`src/search_transposition_table_defines.svh`:
```
// Assertion macros for the search transposition table.
// Included by the top level; no other dependencies.
`ifndef SEARCH_TRANSPOSITION_TABLE_DEFINES_SVH
`define SEARCH_TRANSPOSITION_TABLE_DEFINES_SVH

`ifndef SYNTHESIS
// same-cycle implication, disabled while reset is asserted
`define STT_ASSERT_IMPLIES(label, clk, rst_n, ante, cons) \
    label: assert property (@(posedge clk) disable iff (!(rst_n)) (ante) |-> (cons)) \
        else $error("stt: implication check failed");
// next-cycle implication, disabled while reset is asserted
`define STT_ASSERT_NEXT(label, clk, rst_n, ante, cons) \
    label: assert property (@(posedge clk) disable iff (!(rst_n)) (ante) |=> (cons)) \
        else $error("stt: next-cycle check failed");
`else
`define STT_ASSERT_IMPLIES(label, clk, rst_n, ante, cons)
`define STT_ASSERT_NEXT(label, clk, rst_n, ante, cons)
`endif

`endif

```
`src/stt_pkg.sv`:
```
// Types and constants shared by the search transposition table modules.
// No dependencies.
`timescale 1ns / 1ps

package stt_pkg;

    // hash split: tag is the upper 32 bits, index comes from the lower word
    localparam int unsigned STT_TAG_LSB = 32;
    localparam int unsigned STT_TAG_W   = 32;
    localparam int unsigned STT_KEY_W   = 32;

    // front queue
    localparam int unsigned STT_Q_DEPTH = 2;
    localparam int unsigned STT_Q_PTR_W = 1;
    localparam int unsigned STT_Q_CNT_W = 2;

    typedef enum logic [1:0] {
        OP_READ_MAIN    = 2'd0,
        OP_UPDATE_MAIN  = 2'd1,
        OP_READ_QUIES   = 2'd2,
        OP_UPDATE_QUIES = 2'd3
    } t_stt_op;

    typedef enum logic [1:0] {
        KIND_EXACT = 2'd0,
        KIND_UPPER = 2'd1,
        KIND_LOWER = 2'd2
    } t_stt_kind;

    typedef enum logic [1:0] {
        ST_CLEAR,
        ST_IDLE,
        ST_EVAL
    } t_stt_state;

    // input word
    typedef struct packed {
        t_stt_op            opcode;
        logic [63:0]        hash;
        logic [6:0]         depth;
        logic signed [15:0] alpha;
        logic signed [15:0] beta;
        logic signed [15:0] score;
    } t_stt_in;

    // result word
    typedef struct packed {
        logic               hit;
        logic signed [15:0] result_value;
        logic signed [15:0] alpha_out;
        logic signed [15:0] beta_out;
    } t_stt_out;

    // one table entry as stored in memory
    typedef struct packed {
        logic [STT_TAG_W-1:0] tag;
        logic signed [15:0]   score;
        logic [6:0]           depth;
        t_stt_kind            kind;
    } t_stt_entry;

    localparam int unsigned STT_ENTRY_W = $bits(t_stt_entry);

    // classified job handed from front to back
    typedef struct packed {
        logic                 is_update;
        logic                 is_quies;
        logic [STT_TAG_W-1:0] tag;
        logic [STT_KEY_W-1:0] key_lo;
        logic [6:0]           depth;
        logic signed [15:0]   alpha;
        logic signed [15:0]   beta;
        logic signed [15:0]   score;
    } t_stt_job;

    // back-end status toward the front
    typedef struct packed {
        logic clear_done;
        logic pop;
    } t_stt_back_stat;

endpackage

```
`src/stt_front.sv`:
```
// Front end: accepts input words, decodes the opcode into a job and queues it.
// Depends on stt_pkg.
`timescale 1ns / 1ps

module stt_front
    import stt_pkg::*;
(
    input  logic           i_clk,
    input  logic           i_rst_n,
    input  logic           i_in_valid,
    output logic           o_in_ready,
    input  t_stt_in        i_in_word,
    output logic           o_q_valid,
    output t_stt_job       o_q_job,
    input  t_stt_back_stat i_back_stat
);

    t_stt_job                r_q [STT_Q_DEPTH];
    logic [STT_Q_PTR_W-1:0]  r_wr_ptr;
    logic [STT_Q_PTR_W-1:0]  r_rd_ptr;
    logic [STT_Q_CNT_W-1:0]  r_count;
    logic                    w_accept;
    logic                    w_pop;
    t_stt_job                w_job;

    // no words taken while the tables are being cleared
    assign o_in_ready = (r_count != STT_Q_CNT_W'(STT_Q_DEPTH)) && i_back_stat.clear_done;
    assign w_accept   = i_in_valid && o_in_ready;
    assign w_pop      = i_back_stat.pop;

    // classify the word
    always_comb begin
        w_job.is_update = (i_in_word.opcode == OP_UPDATE_MAIN) ||
                          (i_in_word.opcode == OP_UPDATE_QUIES);
        w_job.is_quies  = (i_in_word.opcode == OP_READ_QUIES) ||
                          (i_in_word.opcode == OP_UPDATE_QUIES);
        w_job.tag       = i_in_word.hash[STT_TAG_LSB +: STT_TAG_W];
        w_job.key_lo    = i_in_word.hash[STT_KEY_W-1:0];
        w_job.depth     = i_in_word.depth;
        w_job.alpha     = i_in_word.alpha;
        w_job.beta      = i_in_word.beta;
        w_job.score     = i_in_word.score;
    end

    // queue storage
    always_ff @(posedge i_clk) begin
        if (w_accept) begin
            r_q[r_wr_ptr] <= w_job;
        end
    end

    // queue pointers and fill count
    always_ff @(posedge i_clk) begin
        if (!i_rst_n) begin
            r_wr_ptr <= '0;
            r_rd_ptr <= '0;
            r_count  <= '0;
        end else begin
            if (w_accept) begin
                r_wr_ptr <= r_wr_ptr + STT_Q_PTR_W'(1);
            end
            if (w_pop) begin
                r_rd_ptr <= r_rd_ptr + STT_Q_PTR_W'(1);
            end
            unique case ({w_accept, w_pop})
                2'b10:   r_count <= r_count + STT_Q_CNT_W'(1);
                2'b01:   r_count <= r_count - STT_Q_CNT_W'(1);
                default: r_count <= r_count;
            endcase
        end
    end

    assign o_q_valid = (r_count != '0);
    assign o_q_job   = r_q[r_rd_ptr];

endmodule

```
`config.mk`:
```
export PLATFORM = sky130hd
export DESIGN_NAME = stt_front
export DESIGN_NICKNAME = d
export VERILOG_FILES = /design/src/search_transposition_table_defines.svh /design/src/stt_pkg.sv /design/src/stt_front.sv
export SDC_FILE = /design/constraint.sdc
export NUM_CORES = 1
export LEC_CHECK = 0
export ABC_AREA = 1
export BUFFER_PORTS_ARGS = -buffer_cell sky130_fd_sc_hd__buf_2
export CAP_MARGIN = 5
export CORE_ASPECT_RATIO = 0.75
export CORE_MARGIN = 2
export CORE_UTILIZATION = 50
export CTS_BUF_LIST = sky130_fd_sc_hd__clkbuf_4
export CTS_CLUSTER_SIZE = 14
export DETAILED_ROUTE_END_ITERATION = 10
export PLACE_DENSITY = 0.76
export RECOVER_POWER = 100
export SYNTH_ARGS = -nofsm -noshare
export SYNTH_HDL_FRONTEND = slang
export SYNTH_SLANG_ARGS = --single-unit
```
`constraint.sdc`:
```
create_clock -name i_clk -period 7.8 [get_ports i_clk]
set_clock_uncertainty 0.05 [all_clocks]
set_input_delay 0.39 -clock i_clk [delete_from_list [all_inputs] [get_ports i_clk]]
set_output_delay 0.39 -clock i_clk [all_outputs]
set_load 0.02 [all_outputs]
```
Word level (Yosys, flattened, before mapping) --
Memories as Yosys holds them, arrays and structs flattened. A register that Yosys moved wholly into a read port is not among the register bits. Cells that the tools add are included. W data, S select, Z words.
Cells by class: add/sub/neg operators 4, eq/ne operators 6, mux-type cells 5, reduce and logical (&&, ||, !) cells 6
Operators with widths (count):
- $eq A2 B2 Y1 const B | 3
- $eq A2 B1 Y1 const B | 2
- $mux W1 | 4
- $pmux W2 S2 | 1
- $reduce_bool A2 Y1 | 2
- $add A1 B1 Y1 const B | 2
- $add A2 B1 Y2 const B | 1
- $logic_and A1 B1 Y1 | 2
- $logic_or A1 B1 Y1 | 2
- $ne A2 B2 Y1 const B | 1
- $sub A2 B1 Y2 const B | 1
Storage, ports and cells: register bits 4, bits in writable memories 242, memories kept 1
Memories:
- r_q | words 2, bits a word 121, read ports 1, clocked after Yosys merged registers in 1, write ports 1, RTL line stt_front.sv:18 | t_stt_job r_q [STT_Q_DEPTH];

Longest topological paths before layout --
Gate-level depths: netlist (run 1).
word-level depth 5, mapped depth 9

Worst setup path after synthesis (run 1) --
OpenSTA, ideal clock, no wires.
path kind flip-flop to flip-flop, from register r_count[0], to memory r_q[0][0] (netlist name), enable pin, arrival time 5.633 ns, slack 1.515 ns, stages on the path, launching flop included 5, period minus slack after synthesis 6.285 ns, path through dfxtp_1 -> inv_1 -> nand2_1 -> nand3_1 -> nor2_1
Between the ends: longest elaborated chain between the ends 5
Ends and longest elaborated chain:
- from (decl) | RTL line stt_front.sv:21 | logic [STT_Q_CNT_W-1:0] r_count;
- from (signal assigned) | RTL line stt_front.sv:66 | 2'b10: r_count <= r_count + STT_Q_CNT_W'(1);
- from (signal assigned) | RTL line stt_front.sv:67 | 2'b01: r_count <= r_count - STT_Q_CNT_W'(1);
- from (signal assigned) | RTL line stt_front.sv:68 | default: r_count <= r_count;
- $ne A2 B2 Y1 | RTL line stt_front.sv:27 | assign o_in_ready = (r_count != STT_Q_CNT_W'(STT_Q_DEPTH)) && i_back_stat.clear_done;
- $logic_and A1 B1 Y1 | RTL line stt_front.sv:27
- $logic_and A1 B1 Y1 | RTL line stt_front.sv:28 | assign w_accept = i_in_valid && o_in_ready;
- $mux W1 | RTL line stt_front.sv:47 | if (w_accept) begin
- $mux W1 (implied by the code) | RTL line stt_front.sv:48 | r_q[r_wr_ptr] <= w_job;
- to (decl) | RTL line stt_front.sv:18
No other way between the ends.

==> impl_metrics.json, run 1 <==
{
  "cts.sinks": 247,
  "clock.fmax_mhz": 192,
  "design_area_sq_um": 12100,
  "syn_area_sq_um": 9000,
  "die_x_microns": 159,
  "port_buffers": 248,
  "path_max_fanout": 72,
  "cap_violations": 6,
  "maxSlewViolCount": 371,
  "synth-xor-area-share_pct": 0,
  "grt_pass1_vias": 5983,
  "ys_seq_area_share_pct": 81.8,
  "finalWirelength_microns": 20400,
  "num_rows": 42,
  "clk_pin_slew_ps": 70,
  "ys.flop_type": "edfxtp_1",
  "route.antenna.remaining_nets": 0,
  "dp_hpwl_microns": 11400,
  "ys_types": 17,
  "min_period_ps": 5220,
  "synth-simple-area-share_pct": 1.01,
  "synth-edff-count": 242,
  "area_growth_pct": 34.6,
  "synthesis.nets": 542,
  "final_net_count": 962,
  "max_slew.worst_pin.slew_ps": 3630,
  "cp_cell_sequence": "clkbuf_2 > mux2_2 > clkbuf_1",
  "place_area_sq_um": 10500,
  "crit_type": "reg2out",
  "required_ps": 7360,
  "syn_avg_cell_area_sq_um": 21.7,
  "synth_most_common_cell": "edfxtp_1",
  "synth_fa_ha_area_share_pct": 0.139,
  "grt_max_degree": 77,
  "cp-end-kind": "output pin",
  "muxShareOfSynthArea_pct": 15.1,
  "max_stage_delay_ps": 1810,
  "vias_per_cell": 4.86,
  "drt-initial-drc-count": 345,
  "grt_pass1_wl_microns": 31200,
  "postCtsHoldBufs": 123,
  "synth_top_area_cell": "edfxtp_1",
  "routedWlPerCell_microns": 18.2,
  "core-area_sq_um": 17700,
  "dr.pass1.iters": 4,
  "post-cts-setup-buffer-count": 0,
  "dieArea_sq_um": 19100,
  "netlist_instances": 415,
  "arrival_ps": 4780,
  "vdd_drop_max_v": 0.000163,
  "grt_use_total_pct": 21.2,
  "setup-tns-final_ps": 0,
  "postSynth.asyncResetShare_pct": 0,
  "gp_congestion": 0.805,
  "die_h_microns": 120,
  "synth_compound_area_share_pct": 0.195,
  "gr-total-overflow": 0,
  "slew_headroom_pct": -142,
  "r2r_start": "r_count[0]",
  "htreeDepth": 2,
  "clock_path_buffers": 3,
  "synth_top_family_by_area": "multiplexers",
  "io-pin-count": 249,
  "start_util_pct": 51.0,
  "power.leakage_uw": 0.00414,
  "insertion_delay_ps": 640,
  "cts_tree": "done",
  "ctsResizeCount": 0,
  "hold_violations": 0,
  "synth_commonest_cells": "edfxtp_1 (242), mux2_2 (121), buf_6 (9), nand2_1 (9), nor2_1 (9)",
  "post-route-period-util_pct": 66.9,
  "cp_slowest_cell": "dfxtp_1",
  "drc": 0,
  "hp-class": "in2reg",
  "ys_seq_elements": 247,
  "yosys_warnings": 0,
  "power_density_nw_per_um2": 234,
  "setup_viol": 0,
  "rsz0062_at_grt": "false",
  "synth.top_cell.area_share_pct": 80.7,
  "clockRootBuffer": "clkbuf_4",
  "cts_made_buffers": 58,
  "drive_gt1_share_pct": 27.6,
  "status": "finished, violations left",
  "antenna_found_initial": 1,
  "min_from": "i_in_valid",
  "failed_checks": "max-capacitance violations, max-slew violations",
  "synth_area_leaders": "edfxtp_1 (81%), mux2_2 (15%), buf_6 (1.1%)",
  "start_kind": "register",
  "vias": 5445
}
## routing by layer
layer | track usage, % | part of all wire [%]
met1 | 25.6 | 40
met2 | 36.2 | 50
met3 | 6.59 | 8.0
met4 | 7.84 | 2.1
met5 | 0 | 0
## through the flow
step / utilization [%] / worst slack [ps] / instances / hold WS [ps] / total power, uW
2_1_floorplan: - / 1510 / 415 / 413 / 1740
3_3_place_gp: 59.2 / 5080 / 894 / 427 / 1840
3_5_place_dp: 59.2 / 5070 / 894 / 456 / 1850
4_1_cts: 70.2 / 4330 / 1119 / 77.2 / 2880
5_1_grt: 68.7 / 2130 / 1120 / 78.9 / 2960
6_report: 68.7 / 2580 / 1120 / 98.0 / 2840
## area by class of cell
cell class | instances | area (sq um)
timing repair buffer | 375 | 2230
multi-input combinational | 147 | 1490
antenna | 1 | 2.50
inverter | 6 | 23.8
clock buffer | 87 | 653
fill | 1264 | 5530
sequential | 247 | 7370
tap | 242 | 303
clock inverter | 15 | 57.6
## state kept, by name, indices dropped and copies added, names as in the netlist, named ones only
| name | cells |
|---|---|
| r_wr_ptr | 1 |
| r_q | 242 |
| r_rd_ptr | 1 |
| r_count | 2 |
## cell usage in the layout (no fill, tap or decap)
cell type | netlist | final
clkbuf_1 | 2 | 212
dfxtp_1 | 5 | 5
clkbuf_2 | 0 | 6
buf_2 | 3 | 33
clkinvlp_2 | 0 | 1
mux2_2 | 121 | 112
ha_1 | 1 | 1
nor2_1 | 9 | 8
a21boi_0 | 1 | 1
nor2_4 | 0 | 1
nand3_1 | 1 | 1
clkbuf_4 | 0 | 87
or2_2 | 1 | 1
edfxtp_1 | 242 | 242
inv_1 | 6 | 5
o21ai_0 | 1 | 1
a21oi_1 | 1 | 1
mux2_1 | 0 | 9
diode_2 | 0 | 1
nand2_1 | 9 | 9
clkinv_1 | 0 | 14
clkinv_2 | 0 | 1
nand4_1 | 2 | 2
dlygate4sd3_1 | 0 | 123
buf_1 | 0 | 1
## critical path, delay by kind of cell (launching register included)
family | cells | cell delay [ps]
buffers and inverters | 2 | 1820
flip-flops | 1 | 1810
multiplexers | 1 | 400
## kinds of logic (layout without fill, tap and decap cells)
kind of cell / after synthesis / count (layout)
multiplexers: 121 / 121
AND/OR/NAND/NOR: 22 / 22
flip-flops: 247 / 247
other: 0 / 1
AO/OA/AOI/OAI: 3 / 3
buffers and inverters: 21 / 483
adder cells (fa/ha/maj): 1 / 1
## path summary, 6_finish.rpt
path                               endpoint  cells after the start  slack (ps)
worst max-delay path            o_q_job[36]                      3        2580
worst min-delay path               r_wr_ptr                      4         100
worst max register to register  r_q[1][107]                      5        3210
worst min register to register   r_count[1]                      2         500
## where the power goes
part	switching (uW)	internal, uW
logic	184	134
clock network	471	506
registers	20.6	1520
No activity file was read; power rests on OpenSTA's default activity.
==> inputs of run 2 (changes only) <==
--- a/config.mk
+++ b/config.mk
@@ -5,7 +5,7 @@
 export SDC_FILE = /design/constraint.sdc
 export NUM_CORES = 1
 export LEC_CHECK = 0
-export ABC_AREA = 1
+export ABC_AREA = 0
 export BUFFER_PORTS_ARGS = -buffer_cell sky130_fd_sc_hd__buf_2
 export CAP_MARGIN = 5
 export CORE_ASPECT_RATIO = 0.75
==> constraint.sdc (replaced) <==
create_clock -name i_clk -period 5.2 [get_ports i_clk]
set_clock_uncertainty 0.05 [all_clocks]
set_input_delay 0.26 -clock i_clk [delete_from_list [all_inputs] [get_ports i_clk]]
set_output_delay 0.26 -clock i_clk [all_outputs]
set_load 0.02 [all_outputs]
==> run 2 against run 1 <==
Net effect: the flow still finishes with violations (max-capacitance violations, max-slew violations); synthesized cell count decreased by 3.1%; combinational power increased by 70%; sequential power increased by 53%; via count decreased by 1.3%; global-route usage decreased by 0.59 points; worst hold slack improved by 180 ps; register-to-register slack got worse by 1800 ps; synthesized area decreased by 0.15%; design area increased by 0.55%; final cell count decreased by 0.54%; setup slack got worse by 1300 ps; largest cell class unchanged; highest routed layer unchanged.
==> impl_metrics.json, run 2 <==
{
  "layout_setup_ws_ps": 1250,
  "synth_compound_area_share_pct": 0.139,
  "switching_share_pct": 24.2,
  "synth-xor-area-share_pct": 0.292,
  "cp_slowest_cell": "dfxtp_2",
  "num_rows": 42,
  "cts_made_buffers": 58,
  "die_x_microns": 159,
  "final_net_count": 952,
  "hold-path-cell-count": 5,
  "cap_violations": 3,
  "status": "finished, violations left",
  "power_density_nw_per_um2": 363,
  "power.switching_uw": 1070,
  "synth_fa_ha_area_share_pct": 0.139,
  "num_antenna_cells": 0,
  "largest_reg_flops": 242,
  "muxShareOfSynthArea_pct": 15.3,
  "synth_most_common_cell": "edfxtp_1",
  "setup_viol": 0,
  "synth-simple-area-share_pct": 0.765,
  "gr-total-overflow": 0,
  "syn_avg_cell_area_sq_um": 22.4,
  "crit_type": "reg2out",
  "synth-edff-count": 242,
  "power.total_uw": 4430,
  "post-cts-setup-buffer-count": 0,
  "grt_max_degree": 85,
  "synth.top_cell.area_share_pct": 80.8,
  "drc": 0,
  "io-pin-count": 249,
  "cts.sinks": 247,
  "ys.flop_type": "edfxtp_1",
  "drt-initial-drc-count": 285,
  "vias": 5373,
  "port_buffers": 248,
  "path_buf_inv": 2,
  "reg.largest.list": "r_q (242), r_count (2)",
  "setup-tns-final_ps": 0,
  "arrival_ps": 3640,
  "syn_area_sq_um": 8990,
  "failed_checks": "max-capacitance violations, max-slew violations",
  "path_max_fanout": 84,
  "dp_hpwl_microns": 11300,
  "synth_commonest_cells": "edfxtp_1 (242), mux2_2 (121), buf_6 (9)",
  "post-route-period-util_pct": 75.9,
  "final_cell_mix": "edfxtp_1 (242), clkbuf_1 (210), dlygate4sd3_1 (125)",
  "design_area_sq_um": 12200,
  "r2r_cells": 4,
  "finalWirelength_microns": 19700,
  "dr.pass1.iters": 4,
  "max_slew.worst_pin.slew_ps": 3260,
  "htreeDepth": 2,
  "insertion_delay_ps": 640,
  "antenna_found_initial": 0,
  "core-area_sq_um": 17600,
  "routedWlPerCell_microns": 17.7,
  "synth_top_family_by_area": "multiplexers",
  "gp_congestion": 0.768,
  "area_growth_pct": 35.6,
  "layout_commonest_cell": "edfxtp_1",
  "ys_types": 21,
  "p_int_uw": 3360,
  "synth_top_area_cell": "edfxtp_1",
  "ys_seq_elements": 247,
  "hp-class": "in2reg",
  "vdd_drop_max_v": 0.000228,
  "cp_cell_sequence": "buf_4 > mux2_2 > clkbuf_1",
  "cp-end-kind": "output pin",
  "ctsResizeCount": 0,
  "slew_headroom_pct": -117,
  "rsz0062_at_grt": "false",
  "die_h_microns": 120,
  "clock.fmax_mhz": 253,
  "clockRootBuffer": "clkbuf_4",
  "pre_cts_slack_ps": 2590,
  "power.leakage_uw": 0.00417,
  "route.antenna.remaining_nets": 0,
  "dieArea_sq_um": 19100,
  "yosys_warnings": 0,
  "clk_pin_slew_ps": 60,
  "grt_pass1_vias": 5871,
  "largest_register": "r_q",
  "ys_seq_area_share_pct": 81.9,
  "netlist_instances": 402,
  "max_stage_delay_ps": 1690,
  "place_area_sq_um": 10500,
  "r2r_setup_slack_ps": 1460,
  "min_period_ps": 3950,
  "fillCellCount": 1231,
  "drive_gt1_share_pct": 29.0,
  "maxSlewViolCount": 208,
  "grt_use_total_pct": 20.6,
  "postSynth.asyncResetShare_pct": 0,
  "cts_tree": "done",
  "crit_cells": 3,
  "clock_power_share_pct": 34.8,
  "required_ps": 4890,
  "crit_family": "flip-flops",
  "synthesis.nets": 529,
  "start_kind": "register",
  "start_util_pct": 51.1,
  "combPwrFrac_pct": 12.2,
  "synth_area_leaders": "edfxtp_1 (81%), mux2_2 (15%), buf_6 (1.1%)",
  "hold_violations": 0,
  "grt_pass1_wl_microns": 30700,
  "seqPwrFrac_pct": 53.0,
  "clock_path_buffers": 3,
  "vias_per_cell": 4.82
}
-- run 2: tightest hold or removal path: stages --
cell	delay (ps)
buf_2	100
nand3_1	170
ha_1	200
or3_1	110
a21boi_0	70
-- run 2: cell families (layout without fill, tap and decap cells) --
family,Yosys count,count (layout)
DFF,247,247
xor gates and xnor gates,3,3
muxes,122,122
and+or+nand+nor,12,12
buffers and inverters,15,485
AOI/OAI and AO/OA,2,2
adders and majority gates,1,1
-- run 2: cell type report --
cell class                 count  area, sq um  share of cell area, %
sequential                   247         7370                   60.4
timing repair buffer         378         2260                   18.5
clock inverter                11         41.3                  0.339
tap                          242          303                   2.48
clock buffer                  96          721                   5.91
multi-input combinational    140         1500                   12.3
-- run 2: path summary, 6_finish.rpt --
| kind | endpoint | start |
|---|---|---|
| max | o_q_job[93] | register |
| min | r_count[1] | i_in_valid |
| max reg2reg | r_q[0][55] | r_count[0] |
| min reg2reg | r_count[1] | r_count[1] |
-- run 2: per-layer routing --
metal / vias up / routed length [microns] / global-route usage (%)
met5: - / 0 / 0
met1: 2623 / 8050 / 24.6
met4: 0 / 316 / 7.11
met3: 36 / 1650 / 7.71
li1: 2486 / - / -
met2: 228 / 9660 / 34.6
-- run 2: stage by stage --
stage	hold WS, ps	utilization (%)	instances
global route	243	69.2	1114
finish	273	69.2	1114
floorplan	309	-	402
CTS	113	70.8	1114
global placement	397	59.4	882
detailed placement	401	59.4	882
-- run 2: power groups by stage --
stage                     Sequential [uW]  Clock, uW  Combinational (uW)
after detailed placement             2390          0                 491
after global placement               2380          0                 477
after floorplan                      2360          0                 339
after CTS                            2340       1580                 569
final                                2350       1540                 540
after global routing                 2360       1690                 575
-- run 2: what timing repair did --
item,4_1_cts,5_1_grt
endpoints found under the hold margin,247,0
hold buffers,125,0
setup endpoints to repair,0,0
==> inputs of run 3 (changes only) <==
==> constraint.sdc (replaced) <==
create_clock -name i_clk -period 3.95 [get_ports i_clk]
set_clock_uncertainty 0.05 [all_clocks]
set_input_delay 0.1975 -clock i_clk [delete_from_list [all_inputs] [get_ports i_clk]]
set_output_delay 0.1975 -clock i_clk [all_outputs]
set_load 0.02 [all_outputs]
==> run 3 against run 2 <==
Net effect: the flow still finishes with violations (max-capacitance violations, max-slew violations); first-iteration DRC count increased by 5.6%; worst hold slack worse by 19 ps; global-route usage decreased by 0.46 points; design area down 0.78%; routed wire length fell by 2.5%; die area unchanged; register-to-register slack lost 360 ps; sequential share of layout area grew 0.47 points; via count fell by 0.54%; sequential power rose by 31%; combinational power grew 34%; setup slack worse by 530 ps; critical path type unchanged.
==> impl_metrics.json, run 3 (synthesized netlist as in run 2, its figures left out) <==
{
  "status": "finished, violations left",
  "failed_checks": "max-capacitance violations, max-slew violations",
  "cts.sinks": 247,
  "largest_register": "r_q",
  "dieArea_sq_um": 19100,
  "grt_pass1_wl_microns": 29700,
  "vdd_drop_max_v": 0.000340,
  "core-area_sq_um": 17600,
  "dr.pass1.iters": 5,
  "drc": 0,
  "vias_per_cell": 4.88,
  "crit_type": "reg2out",
  "finalWirelength_microns": 19200,
  "cap_violations": 1,
  "area_growth_pct": 34.5,
  "start_util_pct": 51.1,
  "clk_pin_slew_ps": 60,
  "route.antenna.remaining_nets": 0,
  "port_buffers": 248,
  "power.leakage_uw": 0.00410,
  "power.total_uw": 5600,
  "arrival_ps": 2980,
  "io-pin-count": 249,
  "htreeDepth": 2,
  "power_density_nw_per_um2": 463,
  "die_x_microns": 159,
  "place_area_sq_um": 10500,
  "setup_viol": 0,
  "min_period_ps": 3230,
  "dp_hpwl_microns": 11100,
  "cts_tree": "done",
  "postCtsHoldBufs": 126,
  "start_kind": "register",
  "pre_cts_slack_ps": 1790,
  "layout_setup_ws_ps": 723,
  "max_slew.worst_pin.slew_ps": 1850,
  "die_h_microns": 120,
  "drive_gt1_share_pct": 27.9,
  "post-cts-setup-buffer-count": 0,
  "num_rows": 42,
  "rsz0062_at_grt": "false",
  "final_cell_mix": "edfxtp_1 (242), clkbuf_1 (211), dlygate4sd3_1 (126)",
  "slew_headroom_pct": -23.4,
  "cp-end-kind": "output pin",
  "path_max_fanout": 64,
  "layout_commonest_cell": "edfxtp_1",
  "largest_reg_flops": 242,
  "antenna_found_initial": 1,
  "routedWlPerCell_microns": 17.5,
  "post-route-period-util_pct": 81.7,
  "required_ps": 3700,
  "hp-class": "in2reg",
  "drt-initial-drc-count": 301,
  "gp_congestion": 0.761,
  "final_net_count": 953,
  "vias": 5344,
  "grt_use_total_pct": 20.1,
  "insertion_delay_ps": 620,
  "cts_made_buffers": 58,
  "hold_violations": 0,
  "ctsResizeCount": 0,
  "setup-tns-final_ps": 0,
  "grt_pass1_vias": 5862,
  "design_area_sq_um": 12100,
  "clockRootBuffer": "clkbuf_4",
  "gr-total-overflow": 0,
  "reg.largest.list": "r_q (242), r_count (2)",
  "clock.fmax_mhz": 310,
  "clock_path_buffers": 3,
  "grt_max_degree": 72,
  "maxSlewViolCount": 72
}
[run 3: critical path, stage by stage, from the launching register on]
cell and delay, ps:
dfxtp_2 1250, buf_12 410, mux2_2 400, clkbuf_1 180
[run 3: per-stage QoR]
| step | util (%) | hold WS [ps] | instances |
|---|---|---|---|
| 6_report | 68.7 | 254 | 1095 |
| 5_1_grt | 68.7 | 185 | 1095 |
| 4_1_cts | 70.3 | 169 | 1094 |
| 3_5_place_dp | 59.6 | 339 | 882 |
| 3_3_place_gp | 59.6 | 335 | 882 |
| 2_1_floorplan | - | 246 | 402 |
[run 3: cell type report]
class | count | area (sq um)
fill | 1255 | 5510
antenna | 1 | 2.50
timing repair buffer | 379 | 2290
multi-input combinational | 140 | 1500
sequential | 247 | 7370
clock buffer | 81 | 608
clock inverter | 5 | 20.0
tap | 242 | 303
[run 3: final timing paths]
check	depth (start not counted)	endpoint	startpoint	slack (ps)
max	3	o_q_job[7]	register	720
min	2	r_q[1][118]	i_in_word[118]	250
max reg2reg	4	r_q[1][45]	r_count[0]	1100
min reg2reg	2	r_wr_ptr	r_wr_ptr	520
[run 3: metal layers]
| layer | global-route usage [%] | part of all wire [%] |
|---|---|---|
| met1 | 24.3 | 40 |
| met5 | 0 | 0 |
| met3 | 6.46 | 7.7 |
| met4 | 7.80 | 2.6 |
| met2 | 34.0 | 49 |
[run 3: power by group]
part	internal, uW	leakage, uW	switching [uW]
sequential	3020	0.00226	55.6
clock	920	0.000383	880
combinational	307	0.00146	418
